[config.mk]
export PLATFORM = sky130hd
export DESIGN_NAME = jet_front
export DESIGN_NICKNAME = d
export VERILOG_FILES = /design/src/hdl/jet_pkg.sv /design/src/hdl/jet_front.sv
export SDC_FILE = /design/constraint.sdc
export NUM_CORES = 2
export LEC_CHECK = 0
export ABC_CLOCK_PERIOD_IN_PS = 8600
export BUFFER_PORTS_ARGS = -buffer_cell sky130_fd_sc_hd__clkbuf_2
export CAP_MARGIN = 25
export CORE_ASPECT_RATIO = 2
export CORE_MARGIN = 2
export CORE_UTILIZATION = 36
export DETAILED_ROUTE_END_ITERATION = 12
export SETUP_SLACK_MARGIN = 0.2
export SLEW_MARGIN = 25
export SYNTH_ARGS = -nofsm -noshare
export SYNTH_HDL_FRONTEND = slang
export SYNTH_SLANG_ARGS = --single-unit
[constraint.sdc]
create_clock -name clk -period 8.6 [get_ports clk]
set_clock_uncertainty 0.05 [all_clocks]
set_input_delay 0.86 -clock clk [delete_from_list [all_inputs] [get_ports clk]]
set_output_delay 0.86 -clock clk [all_outputs]
set_load 0.01 [all_outputs]
[src/hdl/jet_pkg.sv]
`default_nettype none

package jet_pkg;

  // fixed field widths
  localparam int COORD_BITS = 12;
  localparam int FRAC_BITS  = 28;
  localparam int COUNT_BITS = 16;
  localparam int SCALE_BITS = 31;
  localparam int Z_BITS     = 32;
  localparam int COLOR_BITS = 32;
  localparam int CFG_IDX_W  = 3;
  localparam int CFG_DATA_W = 32;

  // scaled coordinate product and the widened subtract result
  localparam int PROD_W = COORD_BITS + SCALE_BITS;
  localparam int WIDE_W = 66;

  // register indexes
  localparam logic [CFG_IDX_W-1:0] CFG_SCALE     = 3'd0;
  localparam logic [CFG_IDX_W-1:0] CFG_OFFSET_RE = 3'd1;
  localparam logic [CFG_IDX_W-1:0] CFG_OFFSET_IM = 3'd2;
  localparam logic [CFG_IDX_W-1:0] CFG_C_RE      = 3'd3;
  localparam logic [CFG_IDX_W-1:0] CFG_C_IM      = 3'd4;
  localparam logic [CFG_IDX_W-1:0] CFG_MAX_ITER  = 3'd5;
  localparam logic [CFG_IDX_W-1:0] CFG_IN_COLOR  = 3'd6;

  // register reset values
  localparam logic [SCALE_BITS-1:0] RST_SCALE     = 31'd1342177;
  localparam logic [Z_BITS-1:0]     RST_OFFSET_RE = 32'd536870912;
  localparam logic [Z_BITS-1:0]     RST_OFFSET_IM = 32'd536870912;
  localparam logic [Z_BITS-1:0]     RST_C_RE      = 32'hF3333333;
  localparam logic [Z_BITS-1:0]     RST_C_IM      = 32'd72470613;
  localparam logic [COUNT_BITS-1:0] RST_MAX_ITER  = 16'd100;
  localparam logic [COLOR_BITS-1:0] RST_IN_COLOR  = 32'd0;

  // escape bound |z|^2 > 4, in Q8.56
  localparam logic [63:0] ESC_LIMIT = 64'd4 << (2 * FRAC_BITS);

  // saturation bounds in the wide signed format
  localparam logic signed [WIDE_W-1:0] SAT_HI = {{(WIDE_W-31){1'b0}}, {31{1'b1}}};
  localparam logic signed [WIDE_W-1:0] SAT_LO = {{(WIDE_W-31){1'b1}}, {31{1'b0}}};

  typedef struct packed {
    logic [COORD_BITS-1:0] pix_x;
    logic [COORD_BITS-1:0] pix_y;
  } jet_in_t;

  typedef struct packed {
    logic [COORD_BITS-1:0] out_x;
    logic [COORD_BITS-1:0] out_y;
    logic [COUNT_BITS-1:0] iter_count;
    logic                  inside_res;
    logic [COLOR_BITS-1:0] pixel_color;
  } jet_out_t;

  // start point handed from front to back
  typedef struct packed {
    logic [COORD_BITS-1:0]    x;
    logic [COORD_BITS-1:0]    y;
    logic signed [Z_BITS-1:0] zr;
    logic signed [Z_BITS-1:0] zi;
  } jet_start_t;

  typedef struct packed {
    logic [SCALE_BITS-1:0]    scale;
    logic signed [Z_BITS-1:0] offset_re;
    logic signed [Z_BITS-1:0] offset_im;
    logic signed [Z_BITS-1:0] c_re;
    logic signed [Z_BITS-1:0] c_im;
    logic [COUNT_BITS-1:0]    max_iter;
    logic [COLOR_BITS-1:0]    inside_color;
  } jet_cfg_t;

  // clamp a wide signed value to the signed 32-bit range
  function automatic logic signed [Z_BITS-1:0] sat32(input logic signed [WIDE_W-1:0] v);
    logic signed [Z_BITS-1:0] r;
    if (v > SAT_HI) begin
      r = {1'b0, {(Z_BITS-1){1'b1}}};
    end else if (v < SAT_LO) begin
      r = {1'b1, {(Z_BITS-1){1'b0}}};
    end else begin
      r = v[Z_BITS-1:0];
    end
    return r;
  endfunction

endpackage

`default_nettype wire

[src/hdl/jet_front.sv]
`default_nettype none

module jet_front
  import jet_pkg::*;
(
  input  wire logic       clk,
  input  wire logic       rst_n,
  input  wire jet_cfg_t   cfg,
  input  wire logic       in_valid,
  output logic            in_ready,
  input  wire jet_in_t    in_data,
  output logic            q_valid,
  input  wire logic       q_ready,
  output jet_start_t      q_data
);

  logic                  s1_valid_r, s1_valid_nxt;
  logic [COORD_BITS-1:0] x_r, y_r;
  logic [PROD_W-1:0]     px_prod_r, py_prod_r;
  logic                  take;
  logic signed [WIDE_W-1:0] zr_wide, zi_wide;

  // stage holds one scaled pixel until the queue takes it
  assign in_ready = !s1_valid_r || q_ready;
  assign take     = in_valid && in_ready;

  always_comb begin
    s1_valid_nxt = s1_valid_r;
    if (take) begin
      s1_valid_nxt = 1'b1;
    end else if (q_ready) begin
      s1_valid_nxt = 1'b0;
    end
  end

  always_ff @(posedge clk) begin
    if (!rst_n) begin
      s1_valid_r <= 1'b0;
    end else begin
      s1_valid_r <= s1_valid_nxt;
    end
  end

  // pixel times scale, registered
  always_ff @(posedge clk) begin
    if (take) begin
      x_r       <= in_data.pix_x;
      y_r       <= in_data.pix_y;
      px_prod_r <= PROD_W'(in_data.pix_x) * PROD_W'(cfg.scale);
      py_prod_r <= PROD_W'(in_data.pix_y) * PROD_W'(cfg.scale);
    end
  end

  // subtract the offset and clamp to the start point
  assign zr_wide = $signed({{(WIDE_W-PROD_W){1'b0}}, px_prod_r})
                 - $signed({{(WIDE_W-Z_BITS){cfg.offset_re[Z_BITS-1]}}, cfg.offset_re});
  assign zi_wide = $signed({{(WIDE_W-PROD_W){1'b0}}, py_prod_r})
                 - $signed({{(WIDE_W-Z_BITS){cfg.offset_im[Z_BITS-1]}}, cfg.offset_im});

  assign q_valid   = s1_valid_r;
  assign q_data.x  = x_r;
  assign q_data.y  = y_r;
  assign q_data.zr = sat32(zr_wide);
  assign q_data.zi = sat32(zi_wide);

endmodule

`default_nettype wire

==> results.py <==
metrics = {
    "global_routing": {
        "grt_use_met1_pct": 19.0,
        "grt_overflow": 0,
        "grt_pass1_wl_um": 138000,
        "antenna_found_initial": 11,
        "grt_pass1_vias": 27870,
        "grt_max_degree": 61,
        "grt.met2_usage_pct": 38.5,
        "grt.total_usage_pct": 19.3,
        "busiest_layer": "met2",
        "met3_usage_pct": 2.97,
    },
    "floorplanning": {
        "coreArea_sq_mm": 0.0881,
        "ios": 325,
        "dieArea_sq_mm": 0.0912,
        "die_h_um": 425,
        "die_w_um": 215,
        "start_util_pct": 36.3,
        "row_count": 154,
    },
    "worst_setup_path": {
        "cpMaxStageDelayCell": "clkbuf_2",
        "critical_path_required_ns": 8.76,
        "critPathBufInv": 4,
        "crit_path_end_kind": "flip-flop",
        "cp-start-kind": "input pin",
        "critPathMostFrequentCell": "fa_1",
        "path_class": "in2reg",
        "path_max_fanout": 32,
        "path_cells": "clkbuf_2 > nand2_1 > fa_1 > inv_1 > fa_1 > fa_1 > fa_1 > inv_1 > fa_1 > inv_1 > ha_1 > nand4_1 > nor3_1 > o211a_1 > nor3_1 > nor4_1 > o41ai_1 > a211o_1 > o311ai_0 > a21oi_1 > xor2_1",
        "crit_family": "adder cells",
        "cp.arrival_ns": 7.43,
        "slowest_delay_ns": 0.65,
    },
    "clock_tree": {
        "clk_latency_ns": 0.45,
        "numCtsBuffers": 9,
        "post_cts_resized": 0,
        "clock-root-buffer": "clkbuf_16",
        "cts.sinks": 111,
        "postCtsHoldBufs": 0,
        "cts_tree": "built",
        "clk_pin_slew_ns": 0.09,
        "post_cts.repair.setup_buffers": 0,
        "htreeDepth": 3,
        "clk_path_buf_depth": 2,
    },
    "synthesis": {
        "ys_seq_elements": 111,
        "yosysWarnings": 0,
        "synth_xor_area_share_pct": 3.84,
        "synth.mux.area_fraction_pct": 0.0666,
        "synth_top_family_by_area": "adder cells",
        "synth_async_sr_flop_share_pct": 0,
        "yosys.area_share.adder_pct": 46.3,
        "syn_area_sq_mm": 0.0319,
        "synth_cell_types": 75,
        "synth_cells": 3747,
        "synth-compound-area-share_pct": 11.1,
        "synth_ff_type": "edfxtp_1",
        "synthSimpleGateAreaFrac_pct": 17.0,
        "syn_nets": 4814,
        "syn_area_per_cell_sq_um": 8.52,
        "ys_seq_area_share_pct": 10.4,
        "synth_edf_count": 110,
    },
    "sta": {
        "setup_violations": 0,
        "fin_hold_ws_ns": 0.502,
        "layout_min_cycle_time_ns": 7.28,
        "postLayoutSetupSlackWorst_ns": 1.32,
        "finalHoldViolations": 0,
        "fin_tns_setup_ns": 0,
        "period_share_pct": 84.6,
        "slew_headroom_pct": 35.8,
        "tightest_slew_ns": 0.962,
        "fmax_ghz": 0.137,
        "maxSlewViolCount": 0,
        "rsz0062_at_grt": "no",
    },
    "final_layout": {
        "finalNetCount": 4880,
        "regArea_sq_mm": 0.00332,
        "area_growth_pct": 7.20,
        "nFillCells": 9087,
        "final_util_pct": 38.9,
        "multiInputGateArea_sq_mm": 0.0250,
        "postLayoutCellArea_sq_mm": 0.0342,
        "drive_gt1_share_pct": 7.20,
    },
    "power": {
        "ir_worst_vdd_mv": 0.324,
        "p_leak_uw": 0.0171,
        "powerDensity_mw_per_mm2": 404,
    },
    "place": {
        "place_ws_ns": 0.923,
        "gp_congestion": 0.868,
        "dpl.hpwl_um": 69200,
        "postPlaceCellArea_sq_mm": 0.0339,
        "io_buffer_count": 212,
    },
    "route": {
        "finalWirelength_um": 85000,
        "drt_iter0_drc": 946,
        "drtPass1Iterations": 5,
        "routedWlPerCell_um": 17.0,
        "antenna_left": 0,
        "via_per_inst": 5.10,
        "drc": 0,
        "num_vias": 25443,
    },
    "run_status": {
        "outcome": "complete, no violations",
    },
    "min_path": {
        "hold_class": "reg2reg",
    },
    "job": {
        "cap_violations": 0,
    },
}
[sequential cells by signal (all words and copies together) (netlist names)]
signal     flops
px_prod_r     43
py_prod_r     43
q_valid        1
x_r           12
y_r           12
[layer usage]
metal  share of wire [%]  up-vias
met5                0.12        -
met4                 4.6       16
met3                 3.4      218
met2                  57      507
met1                  35    12906
li1                    -    11796
[cell usage in the layout (no fill, tap or decap), types with 20 or more instances in the layout]
cell      count
nand3_1      33
nand2_1     625
clkbuf_2    212
nand4_1      28
o21bai_1     27
nor2b_1      23
edfxtp_1    110
xor2_1       42
nand2b_1     22
xnor2_1      98
ha_1        250
o21ai_0     108
and2_1      234
buf_4        22
fa_1        582
a21o_1       86
a21oi_1     148
nor3_1       33
inv_1       770
nor2_1       98
o21ai_1      31
o21a_1       20
[area by class of cell]
cell class              instances  share of cell area [%]
well taps                    1170                    4.28
repair buffers                234                    3.58
clock buffers                  10                   0.669
inverters                     770                    8.45
flip-flops and latches        111                    9.71
multi-input cells            2687                    73.2
clock inverters                 6                   0.128
diodes                          3                  0.0219
[path summary, 6_finish.rpt]
path	start	endpoint	slack [ns]	cells past startpoint
setup / recovery	in_data[18]	px_prod_r[42]$_DFFE_PP_	1.32	21
hold reg to reg	q_valid$_SDFFE_PN0P_	q_valid$_SDFFE_PN0P_	0.50	2
setup reg to reg	q_valid$_SDFFE_PN0P_	px_prod_r[41]$_DFFE_PP_	6.31	3
hold / removal	q_valid$_SDFFE_PN0P_	q_valid$_SDFFE_PN0P_	0.50	2
[worst reg2reg max path, stage by stage, from the launching register on]
cell	delay, ns
dfxtp_1	0.32
nand2b_1	0.10
and2_4	0.58
buf_4	0.78
[stage by stage]
| stage | power [uW] | std cells |
|---|---|---|
| 5_1_grt | 15600 | 4989 |
| 2_1_floorplan | 10600 | 3747 |
| 4_1_cts | 14100 | 4988 |
| 6_report | 13800 | 4991 |
| 3_3_place_gp | 13400 | 4972 |
| 3_5_place_dp | 13600 | 4972 |
[cell families (layout without fill, tap and decap cells)]
| group | Yosys count | after routing |
|---|---|---|
| multiplexers | 2 | 2 |
| flip-flops | 111 | 111 |
| other | 0 | 3 |
| XOR/XNOR | 140 | 140 |
| AND/OR/NAND/NOR | 1163 | 1163 |
| adder cells (fa/ha/maj) | 832 | 832 |
| AO/OA/AOI/OAI | 550 | 550 |
| buffers and inverters | 949 | 1020 |
[report_power, final]
| part | internal [uW] | switching (uW) |
|---|---|---|
| sequential | 1340 | 90.8 |
| combinational | 5100 | 6850 |
| clock | 198 | 254 |
| total | 6640 | 7200 |
[Yosys cell counts, types with 28 or more instances]
cell type,n,area [sq um]
inv_1,770,2890
nand2_1,625,2350
fa_1,582,11700
ha_1,250,3130
and2_1,235,1470
clkbuf_1,175,657
a21oi_1,148,741
edfxtp_1,110,3300
o21ai_0,108,541
nor2_1,98,368
xnor2_1,98,858
a21o_1,86,646
xor2_1,42,368
nand3_1,33,165
nor3_1,33,165
o21ai_1,31,155
nand4_1,28,175
Note: power is estimated with default switching activity, not from simulation.
