$ cat src/hdl/jet_pkg.sv
`default_nettype none

package jet_pkg;

  // fixed field widths
  localparam int COORD_BITS = 12;
  localparam int FRAC_BITS  = 28;
  localparam int COUNT_BITS = 16;
  localparam int SCALE_BITS = 31;
  localparam int Z_BITS     = 32;
  localparam int COLOR_BITS = 32;
  localparam int CFG_IDX_W  = 3;
  localparam int CFG_DATA_W = 32;

  // scaled coordinate product and the widened subtract result
  localparam int PROD_W = COORD_BITS + SCALE_BITS;
  localparam int WIDE_W = 66;

  // register indexes
  localparam logic [CFG_IDX_W-1:0] CFG_SCALE     = 3'd0;
  localparam logic [CFG_IDX_W-1:0] CFG_OFFSET_RE = 3'd1;
  localparam logic [CFG_IDX_W-1:0] CFG_OFFSET_IM = 3'd2;
  localparam logic [CFG_IDX_W-1:0] CFG_C_RE      = 3'd3;
  localparam logic [CFG_IDX_W-1:0] CFG_C_IM      = 3'd4;
  localparam logic [CFG_IDX_W-1:0] CFG_MAX_ITER  = 3'd5;
  localparam logic [CFG_IDX_W-1:0] CFG_IN_COLOR  = 3'd6;

  // register reset values
  localparam logic [SCALE_BITS-1:0] RST_SCALE     = 31'd1342177;
  localparam logic [Z_BITS-1:0]     RST_OFFSET_RE = 32'd536870912;
  localparam logic [Z_BITS-1:0]     RST_OFFSET_IM = 32'd536870912;
  localparam logic [Z_BITS-1:0]     RST_C_RE      = 32'hF3333333;
  localparam logic [Z_BITS-1:0]     RST_C_IM      = 32'd72470613;
  localparam logic [COUNT_BITS-1:0] RST_MAX_ITER  = 16'd100;
  localparam logic [COLOR_BITS-1:0] RST_IN_COLOR  = 32'd0;

  // escape bound |z|^2 > 4, in Q8.56
  localparam logic [63:0] ESC_LIMIT = 64'd4 << (2 * FRAC_BITS);

  // saturation bounds in the wide signed format
  localparam logic signed [WIDE_W-1:0] SAT_HI = {{(WIDE_W-31){1'b0}}, {31{1'b1}}};
  localparam logic signed [WIDE_W-1:0] SAT_LO = {{(WIDE_W-31){1'b1}}, {31{1'b0}}};

  typedef struct packed {
    logic [COORD_BITS-1:0] pix_x;
    logic [COORD_BITS-1:0] pix_y;
  } jet_in_t;

  typedef struct packed {
    logic [COORD_BITS-1:0] out_x;
    logic [COORD_BITS-1:0] out_y;
    logic [COUNT_BITS-1:0] iter_count;
    logic                  inside_res;
    logic [COLOR_BITS-1:0] pixel_color;
  } jet_out_t;

  // start point handed from front to back
  typedef struct packed {
    logic [COORD_BITS-1:0]    x;
    logic [COORD_BITS-1:0]    y;
    logic signed [Z_BITS-1:0] zr;
    logic signed [Z_BITS-1:0] zi;
  } jet_start_t;

  typedef struct packed {
    logic [SCALE_BITS-1:0]    scale;
    logic signed [Z_BITS-1:0] offset_re;
    logic signed [Z_BITS-1:0] offset_im;
    logic signed [Z_BITS-1:0] c_re;
    logic signed [Z_BITS-1:0] c_im;
    logic [COUNT_BITS-1:0]    max_iter;
    logic [COLOR_BITS-1:0]    inside_color;
  } jet_cfg_t;

  // clamp a wide signed value to the signed 32-bit range
  function automatic logic signed [Z_BITS-1:0] sat32(input logic signed [WIDE_W-1:0] v);
    logic signed [Z_BITS-1:0] r;
    if (v > SAT_HI) begin
      r = {1'b0, {(Z_BITS-1){1'b1}}};
    end else if (v < SAT_LO) begin
      r = {1'b1, {(Z_BITS-1){1'b0}}};
    end else begin
      r = v[Z_BITS-1:0];
    end
    return r;
  endfunction

endpackage

`default_nettype wire

$ cat src/hdl/jet_queue.sv
`default_nettype none

module jet_queue
  import jet_pkg::*;
#(
  parameter int DEPTH = 2
) (
  input  wire logic       clk,
  input  wire logic       rst_n,
  input  wire logic       wr_valid,
  output logic            wr_ready,
  input  wire jet_start_t wr_data,
  output logic            rd_valid,
  input  wire logic       rd_ready,
  output jet_start_t      rd_data
);

  // depth must be a power of two so the pointers wrap on their own; the queue does not check it
  localparam int PTR_W = $clog2(DEPTH);
  localparam int CNT_W = $clog2(DEPTH + 1);

  jet_start_t       mem [DEPTH];
  logic [PTR_W-1:0] wr_ptr_r, wr_ptr_nxt;
  logic [PTR_W-1:0] rd_ptr_r, rd_ptr_nxt;
  logic [CNT_W-1:0] cnt_r, cnt_nxt;
  logic             push, pop;

  assign wr_ready = (cnt_r != CNT_W'(DEPTH));
  assign rd_valid = (cnt_r != '0);
  assign push     = wr_valid && wr_ready;
  assign pop      = rd_valid && rd_ready;
  assign rd_data  = mem[rd_ptr_r];

  // pointer and fill bookkeeping
  always_comb begin
    wr_ptr_nxt = push ? wr_ptr_r + PTR_W'(1) : wr_ptr_r;
    rd_ptr_nxt = pop  ? rd_ptr_r + PTR_W'(1) : rd_ptr_r;
    cnt_nxt    = cnt_r;
    if (push && !pop) begin
      cnt_nxt = cnt_r + CNT_W'(1);
    end else if (pop && !push) begin
      cnt_nxt = cnt_r - CNT_W'(1);
    end
  end

  always_ff @(posedge clk) begin
    if (!rst_n) begin
      wr_ptr_r <= '0;
      rd_ptr_r <= '0;
      cnt_r    <= '0;
    end else begin
      wr_ptr_r <= wr_ptr_nxt;
      rd_ptr_r <= rd_ptr_nxt;
      cnt_r    <= cnt_nxt;
    end
  end

  // entry storage
  always_ff @(posedge clk) begin
    if (push) begin
      mem[wr_ptr_r] <= wr_data;
    end
  end

endmodule

`default_nettype wire

$ cat config.mk
export PLATFORM = sky130hd
export DESIGN_NAME = jet_queue
export DESIGN_NICKNAME = d
export VERILOG_FILES = /design/src/hdl/jet_pkg.sv /design/src/hdl/jet_queue.sv
export SDC_FILE = /design/constraint.sdc
export NUM_CORES = 1
export LEC_CHECK = 0
export ABC_AREA = 1
export BUFFER_PORTS_ARGS = -buffer_cell sky130_fd_sc_hd__buf_4
export CORE_MARGIN = 4
export CORE_UTILIZATION = 55
export CTS_CLUSTER_DIAMETER = 150
export DETAILED_ROUTE_END_ITERATION = 7
export PLACE_DENSITY_LB_ADDON = 0.1
export SLEW_MARGIN = 0
export SYNTH_ARGS = -nofsm -noshare
export SYNTH_HDL_FRONTEND = slang
export SYNTH_SLANG_ARGS = --single-unit
$ cat constraint.sdc
create_clock -name clk -period 10 [get_ports clk]
set_input_delay 1.5 -clock clk [delete_from_list [all_inputs] [get_ports clk]]
set_output_delay 1.5 -clock clk [all_outputs]
set_load 0.03 [all_outputs]
==> impl_metrics.yaml, run 1 <==
worst_setup_path:
  reg2reg_slack_ns: 7.86
  crit_chain: "buf_4 -> mux2_2 -> buf_4"
  worst-endpoint-required_ns: 8.50
  crit_path_top_delay_cell: "dfxtp_4"
  slowest_delay_ns: 0.72
  critPathKind: "reg -> out"
  end_kind: "primary output"
  timing.rr.start: "cnt_r[0]"
  timing.rr.end: "mem[0][51]"
  ff2ff_path_depth: 5
  worstPathArrival_ns: 2.48
  worstPathMaxFanout: 47
  crit_top_cell: "buf_4"
  cp-start-kind: "flip-flop"
clock_tree:
  cts_tree: "done"
  clock_tree.buffer_depth: 2
  clock_sinks: 181
  ctsHoldBuffers: 0
  cts_resized: 0
  cts-root-buf: "clkbuf_16"
  numCtsBuffers: 17
  clk_latency_ns: 0.42
  cts.clk_slew.worst_paths_ns: 0.06
  ctsHtreeMaxLevel: 4
  cts_setup_buffers: 0
routing:
  via_per_inst: 5.26
  drt_wl_total_um: 12500
  wl_per_cell_um: 19.0
  vias: 3473
  dr.pass1.iters: 4
  drc_errors: 0
  first_iter_violations: 208
  postRouteAntennaNets: 0
global_routing:
  grt_use_met2_pct: 29.7
  grt_pass1_vias: 3691
  grt_usage_pct: 18.2
  grtUsageMet1_pct: 21.2
  grt_pass1_wl_um: 19100
  top_usage_layer: "met2"
  overflow: 0
  grt_max_degree: 89
  globalRouteMet3Util_pct: 7.35
  antenna_found_initial: 0
layout:
  postLayoutCoreUtil_pct: 74.9
  area_delta_synth_final_pct: 31.0
  drive_gt1_share_pct: 58.8
  diodes: 0
  nets: 597
  fill_cells: 713
worst_hold_path:
  whs_path_depth: 2
  hp-class: "reg -> reg"
  hold_path_startpoint: "rd_ptr_r"
logic_synthesis:
  synth-warning-count: 0
  synthMuxAreaShare_pct: 16.0
  synth_cell_types: 15
  ys_seq_area_share_pct: 80.8
  synth-compound-area-share_pct: 0.338
  synthAdderAreaFrac_pct: 0.188
  synth_simple_gate_area_share_pct: 1.13
  syn_area_mm2: 0.00667
  syn-num-nets: 404
  synth-seq-cells: 181
  synth_top_family_by_area: "multiplexers"
  synthXorXnorAreaFrac_pct: 0
  syn-instance-count: 311
  avgSynthCellArea_um2: 21.4
placement:
  pre_cts_ws_ns: 6.44
  io_buffers: 181
  place_hpwl_um: 8300
  gp_congestion: 0.722
die:
  die_h_um: 118
  ios: 182
  initial_core_util_pct: 57.2
  num_rows: 39
  core_mm2: 0.0117
  dieArea_mm2: 0.0139
  die_w_um: 118
timing:
  min_period_ns: 3.98
  rsz0062_at_grt: "no"
  drv_slew: 0
  fin_worst_skew_ns: 0.00613
  hold_viol: 0
  finalCritPeriodShare_pct: 39.8
  clock.fmax_ghz: 0.252
  maxSlewHeadroom_pct: 22.4
  fin_ws_ns: 6.02
  setup_tns_ns: 0
  setup_viol: 0
  worst_pin_slew_ns: 1.16
status:
  outcome: "completed"
pwr:
  power_leakage_nw: 3.32
  finalPower_w: 0.00232
  vdd_drop_max_v: 0.000187
  power_density_mw_per_mm2: 266
job:
  cap_viol_max_count: 0
==> flip-flops by register name, summed over array words and instances (netlist names), named ones only <==
signal	flops
mem	176
rd_ptr_r	1
cnt_r	2
wr_ptr_r	1
==> cell usage in the layout (no fill, tap or decap), types with 2 or more instances in the layout <==
cell / instances
nor2_4: 2
dfxtp_1: 4
nor2_1: 6
mux2_4: 20
clkbuf_16: 17
nand2_1: 9
mux2_2: 68
clkinvlp_4: 4
buf_4: 184
o21ai_0: 2
edfxtp_1: 176
clkinv_2: 4
bufinv_16: 2
clkinv_1: 3
inv_1: 8
==> cell usage after synthesis <==
cell | count | area (um^2)
a21oi_1 | 1 | 5.00
buf_2 | 6 | 30.0
buf_6 | 4 | 45.0
dfxtp_1 | 5 | 100
edfxtp_1 | 176 | 5290
ha_1 | 1 | 12.5
inv_1 | 8 | 30.0
mux2_2 | 68 | 766
mux2_4 | 20 | 300
nand2_1 | 9 | 33.8
nand3_1 | 1 | 5.00
nand4_1 | 1 | 6.26
nor2_1 | 8 | 30.0
o21a_1 | 1 | 7.51
o21ai_0 | 2 | 10.0
==> worst max-delay path: cells and delay by family, from the launching register on <==
family	cells	cell delay (ns)
buffers and inverters	2	0.84
DFF	1	0.72
muxes	1	0.42
==> layer usage <==
metal,part of all wire [%],up-vias
li1,-,1595
met1,38,1729
met2,51,131
met3,8.5,18
met4,1.9,0
met5,0,-
==> worst max-delay path by stage <==
stage	slack, ns	start	endpoint	cells past startpoint
global route	5.91	flip-flop	rd_data[35]	3
detailed placement	6.44	flip-flop	rd_data[35]	3
finish	6.02	flip-flop	rd_data[35]	3
floorplan	4.19	wr_valid	mem[0][0]	2
global placement	6.45	flip-flop	rd_data[35]	3
CTS	5.98	flip-flop	rd_data[35]	3
==> per-stage QoR <==
step           instance area, um^2  hold slack, ns  std cells
3_3_place_gp                  8170           0.484        628
3_5_place_dp                  8170           0.496        628
5_1_grt                       8730           0.563        660
2_1_floorplan                 6670           0.467        311
6_report                      8730           0.516        660
4_1_cts                       8730           0.516        660
==> cell families after synthesis <==
kind of cell / Yosys count
and+or+nand+nor: 19
muxes: 88
adders and majority gates: 1
DFF: 181
AOI/OAI and AO/OA: 4
buffers and inverters: 18
==> final cells by class <==
type,count,area [um^2],share of cell area (%)
Sequential cell,181,5390,61.7
Tap cell,143,179,2.05
Timing Repair Buffer,184,1380,15.8
Multi-Input combinational cell,112,1190,13.6
Clock inverter,15,139,1.59
Inverter,8,30.0,0.344
Clock buffer,17,425,4.87
==> power by group <==
group	internal [W]	total [W]	leakage [nW]	switching (W)
combinational	0.000281	0.000686	1.37	0.000405
clock	0.000364	0.000629	0.267	0.000265
sequential	0.000962	0.00101	1.68	0.0000440
total	0.00161	0.00232	3.32	0.000714
Power figures use the tool's default switching activity.
==> run 2: changes to the inputs <==
ABC_AREA = 0   (was 1)
CORE_UTILIZATION = 47   (was 55)
clock period = 3.5 ns   (was 10 ns; I/O delays follow)
==> run 2 against run 1 <==
  * First-iteration DRC count decreased by 13%
  * Hold slack lost 0.22 ns
  * Largest power group unchanged
  * Combinational power increased to 3.1 times the previous value
  * Cell count grew 4.4%
  * Highest routed layer unchanged
  * Synthesized area is essentially flat
  * Clock power grew to 3.0 times the previous value
  * Via count fell by 3.3%
==> impl_metrics.yaml, run 2 <==
routing:
  postRouteAntennaNets: 0
  dr.pass1.iters: 4
  wl_per_cell_um: 18.2
  drc_errors: 0
  via_per_inst: 4.88
  vias: 3359
  first_iter_violations: 181
  drt_wl_total_um: 12600
logic_synthesis:
  avgSynthCellArea_um2: 22.4
  syn_area_mm2: 0.00667
  synth_area_leaders: "edfxtp_1 79%, mux2_2 11%, mux2_4 4.5%, dfxtp_1 1.5%, buf_6 0.68%"
  synth_cell_types: 21
  async_flop_share_pct: 0
  synth-warning-count: 0
  ys_seq_area_share_pct: 80.8
  synth_top_cells_by_count: "176 x edfxtp_1, 68 x mux2_2, 20 x mux2_4"
  syn-instance-count: 298
  synth.largest_area_cell: "edfxtp_1"
  synth_top_flop_cell: "edfxtp_1"
  synth_edf_count: 176
  synth-seq-cells: 181
  synth.most_common_cell: "edfxtp_1"
  syn-num-nets: 391
  synth_top_area_share_pct: 79.2
timing:
  finalCritPeriodShare_pct: 73.1
  maxSlewHeadroom_pct: 56.9
  worst_pin_slew_ns: 0.647
  setup_tns_ns: 0
  rsz0062_at_grt: "no"
  clock.fmax_ghz: 0.391
  hold_viol: 0
  fin_ws_ns: 0.940
  fin_worst_skew_ns: 0.00474
  setup_viol: 0
  drv_slew: 0
  min_period_ns: 2.56
worst_setup_path:
  timing.rr.start: "cnt_r[0]"
  ff2ff_path_depth: 3
  crit_path_top_delay_cell: "dfxtp_4"
  slowest_delay_ns: 0.62
  reg2reg_slack_ns: 1.56
  crit_top_cell: "buf_4"
  critPathKind: "reg -> out"
  end_kind: "primary output"
  worst-endpoint-required_ns: 2.97
  timing.rr.end: "mem[1][26]"
  worstPathArrival_ns: 2.03
  crit_chain: "buf_4 -> mux2_2 -> buf_4"
  cp-start-kind: "flip-flop"
  worstPathMaxFanout: 29
clock_tree:
  cts-root-buf: "clkbuf_16"
  clk_latency_ns: 0.41
  ctsHoldBuffers: 0
  cts.clk_slew.worst_paths_ns: 0.06
  clock_tree.buffer_depth: 2
  numCtsBuffers: 17
  ctsHtreeMaxLevel: 4
  clock_sinks: 181
  cts_tree: "done"
  cts_setup_buffers: 0
  cts_resized: 0
die:
  core_mm2: 0.0139
  dieArea_mm2: 0.0162
  die_h_um: 127
  initial_core_util_pct: 48.0
  die_w_um: 127
  ios: 182
  num_rows: 43
layout:
  most-common-layout-cells: "188 x buf_4, 176 x edfxtp_1, 68 x mux2_2, 20 x mux2_4, 17 x clkbuf_16"
  reg.largest.list: "mem (176), cnt_r (2)"
  final_common_cell: "buf_4"
  diodes: 0
  nets: 589
  largest_register: "mem"
  area_delta_synth_final_pct: 32.8
  fill_cells: 1010
  multi_input_area_mm2: 0.00121
  largest_reg_flops: 176
  postLayoutCellArea_mm2: 0.00886
  seq_area_mm2: 0.00539
  drive_gt1_share_pct: 61.1
pwr:
  power_leakage_nw: 3.35
  pwr-share-comb_pct: 31.3
  p_sw_w: 0.00207
  power_frac_clock_pct: 27.6
  p_int_w: 0.00482
  vdd_drop_max_v: 0.000428
  seqPwrFrac_pct: 41.1
  power_density_mw_per_mm2: 778
  switching_share_pct: 30.1
worst_hold_path:
  hold_path_startpoint: "wr_data[33]"
  hold_end: "mem[0][33]"
  hp-class: "in -> reg"
  whs_path_depth: 1
global_routing:
  grt_max_degree: 45
  antenna_found_initial: 0
  grt_pass1_wl_um: 18900
  grt_pass1_vias: 3611
  grt_usage_pct: 15.8
  overflow: 0
placement:
  io_buffers: 181
  pre_cts_ws_ns: 1.34
  place_hpwl_um: 8780
  place_area_mm2: 0.00826
  gp_congestion: 0.746
job:
  cap_viol_max_count: 0
status:
  outcome: "completed"
## run 2: cell types whose count changed in the layout (fill, tap and decap cells not counted), sizes merged, moves of 2 or more
cell,before,now
bufinv,2,4
and2,0,4
inv,9,0
clkinvlp,4,0
nand2,9,0
clkbuf,17,19
buf,184,189
xnor2,0,2
clkinv,8,10
nor2,8,0
a21boi,0,2
## run 2: layout make-up
class / instances / area share (%)
flip-flops and latches: 181 / 60.9
inverters: 1 / 0.0565
multi-input cells: 106 / 13.7
clock buffers: 19 / 4.89
clock inverters: 13 / 1.84
well taps: 180 / 2.54
repair buffers: 189 / 16.2
## run 2: metrics by stage
stage / utilization (%) / total power (W) / hold WS, ns / std cells
5_1_grt: 63.8 / 0.00719 / 0.266 / 689
6_report: 63.8 / 0.00689 / 0.292 / 689
3_3_place_gp: 59.5 / 0.00503 / 0.521 / 657
3_5_place_dp: 59.5 / 0.00507 / 0.549 / 657
2_1_floorplan: - / 0.00432 / 0.512 / 298
4_1_cts: 63.8 / 0.00698 / 0.269 / 689
## run 2: critical path: cells and delay by family (launching register included)
kind	cells	cell delay [ns]
flip-flops	1	0.62
buffers and inverters	2	0.59
multiplexers	1	0.39
## run 2: how the worst max path moves through the flow
stage | from | end | slack [ns]
floorplan | cnt_r[0] | mem[1][0] | 0.32
global placement | flip-flop | rd_data[76] | 1.39
detailed placement | flip-flop | rd_data[73] | 1.34
CTS | flip-flop | rd_data[73] | 0.88
global route | flip-flop | rd_data[71] | 0.82
finish | flip-flop | rd_data[77] | 0.94
## run 2: kinds of logic (layout without fill, tap and decap cells)
logic type / Yosys count / count (layout) / synth area share (%)
DFF: 181 / 181 / 80.8
xor gates and xnor gates: 3 / 3 / 0.394
muxes: 88 / 88 / 16.0
buffers and inverters: 11 / 222 / 1.18
and+or+nand+nor: 9 / 9 / 0.976
adders and majority gates: 1 / 1 / 0.188
AOI/OAI and AO/OA: 5 / 5 / 0.525
## run 2: metal layers
layer / up-vias / wire (um) / part of all wire, % / GRT usage [%]
li1: 1574 / - / - / -
met1: 1637 / 4990 / 40 / 19.1
met2: 129 / 6330 / 50 / 25.8
met3: 19 / 965 / 7.7 / 5.23
met4: 0 / 283 / 2.3 / 7.32
met5: - / 0 / 0 / 0
## run 2: power groups by stage
stage | clock network, W | logic, W | registers [W]
after floorplan | 0 | 0.00149 | 0.00282
after global placement | 0 | 0.00216 | 0.00287
after detailed placement | 0 | 0.00218 | 0.00288
after CTS | 0.00195 | 0.00219 | 0.00284
after global routing | 0.00205 | 0.00228 | 0.00286
final | 0.00190 | 0.00216 | 0.00283
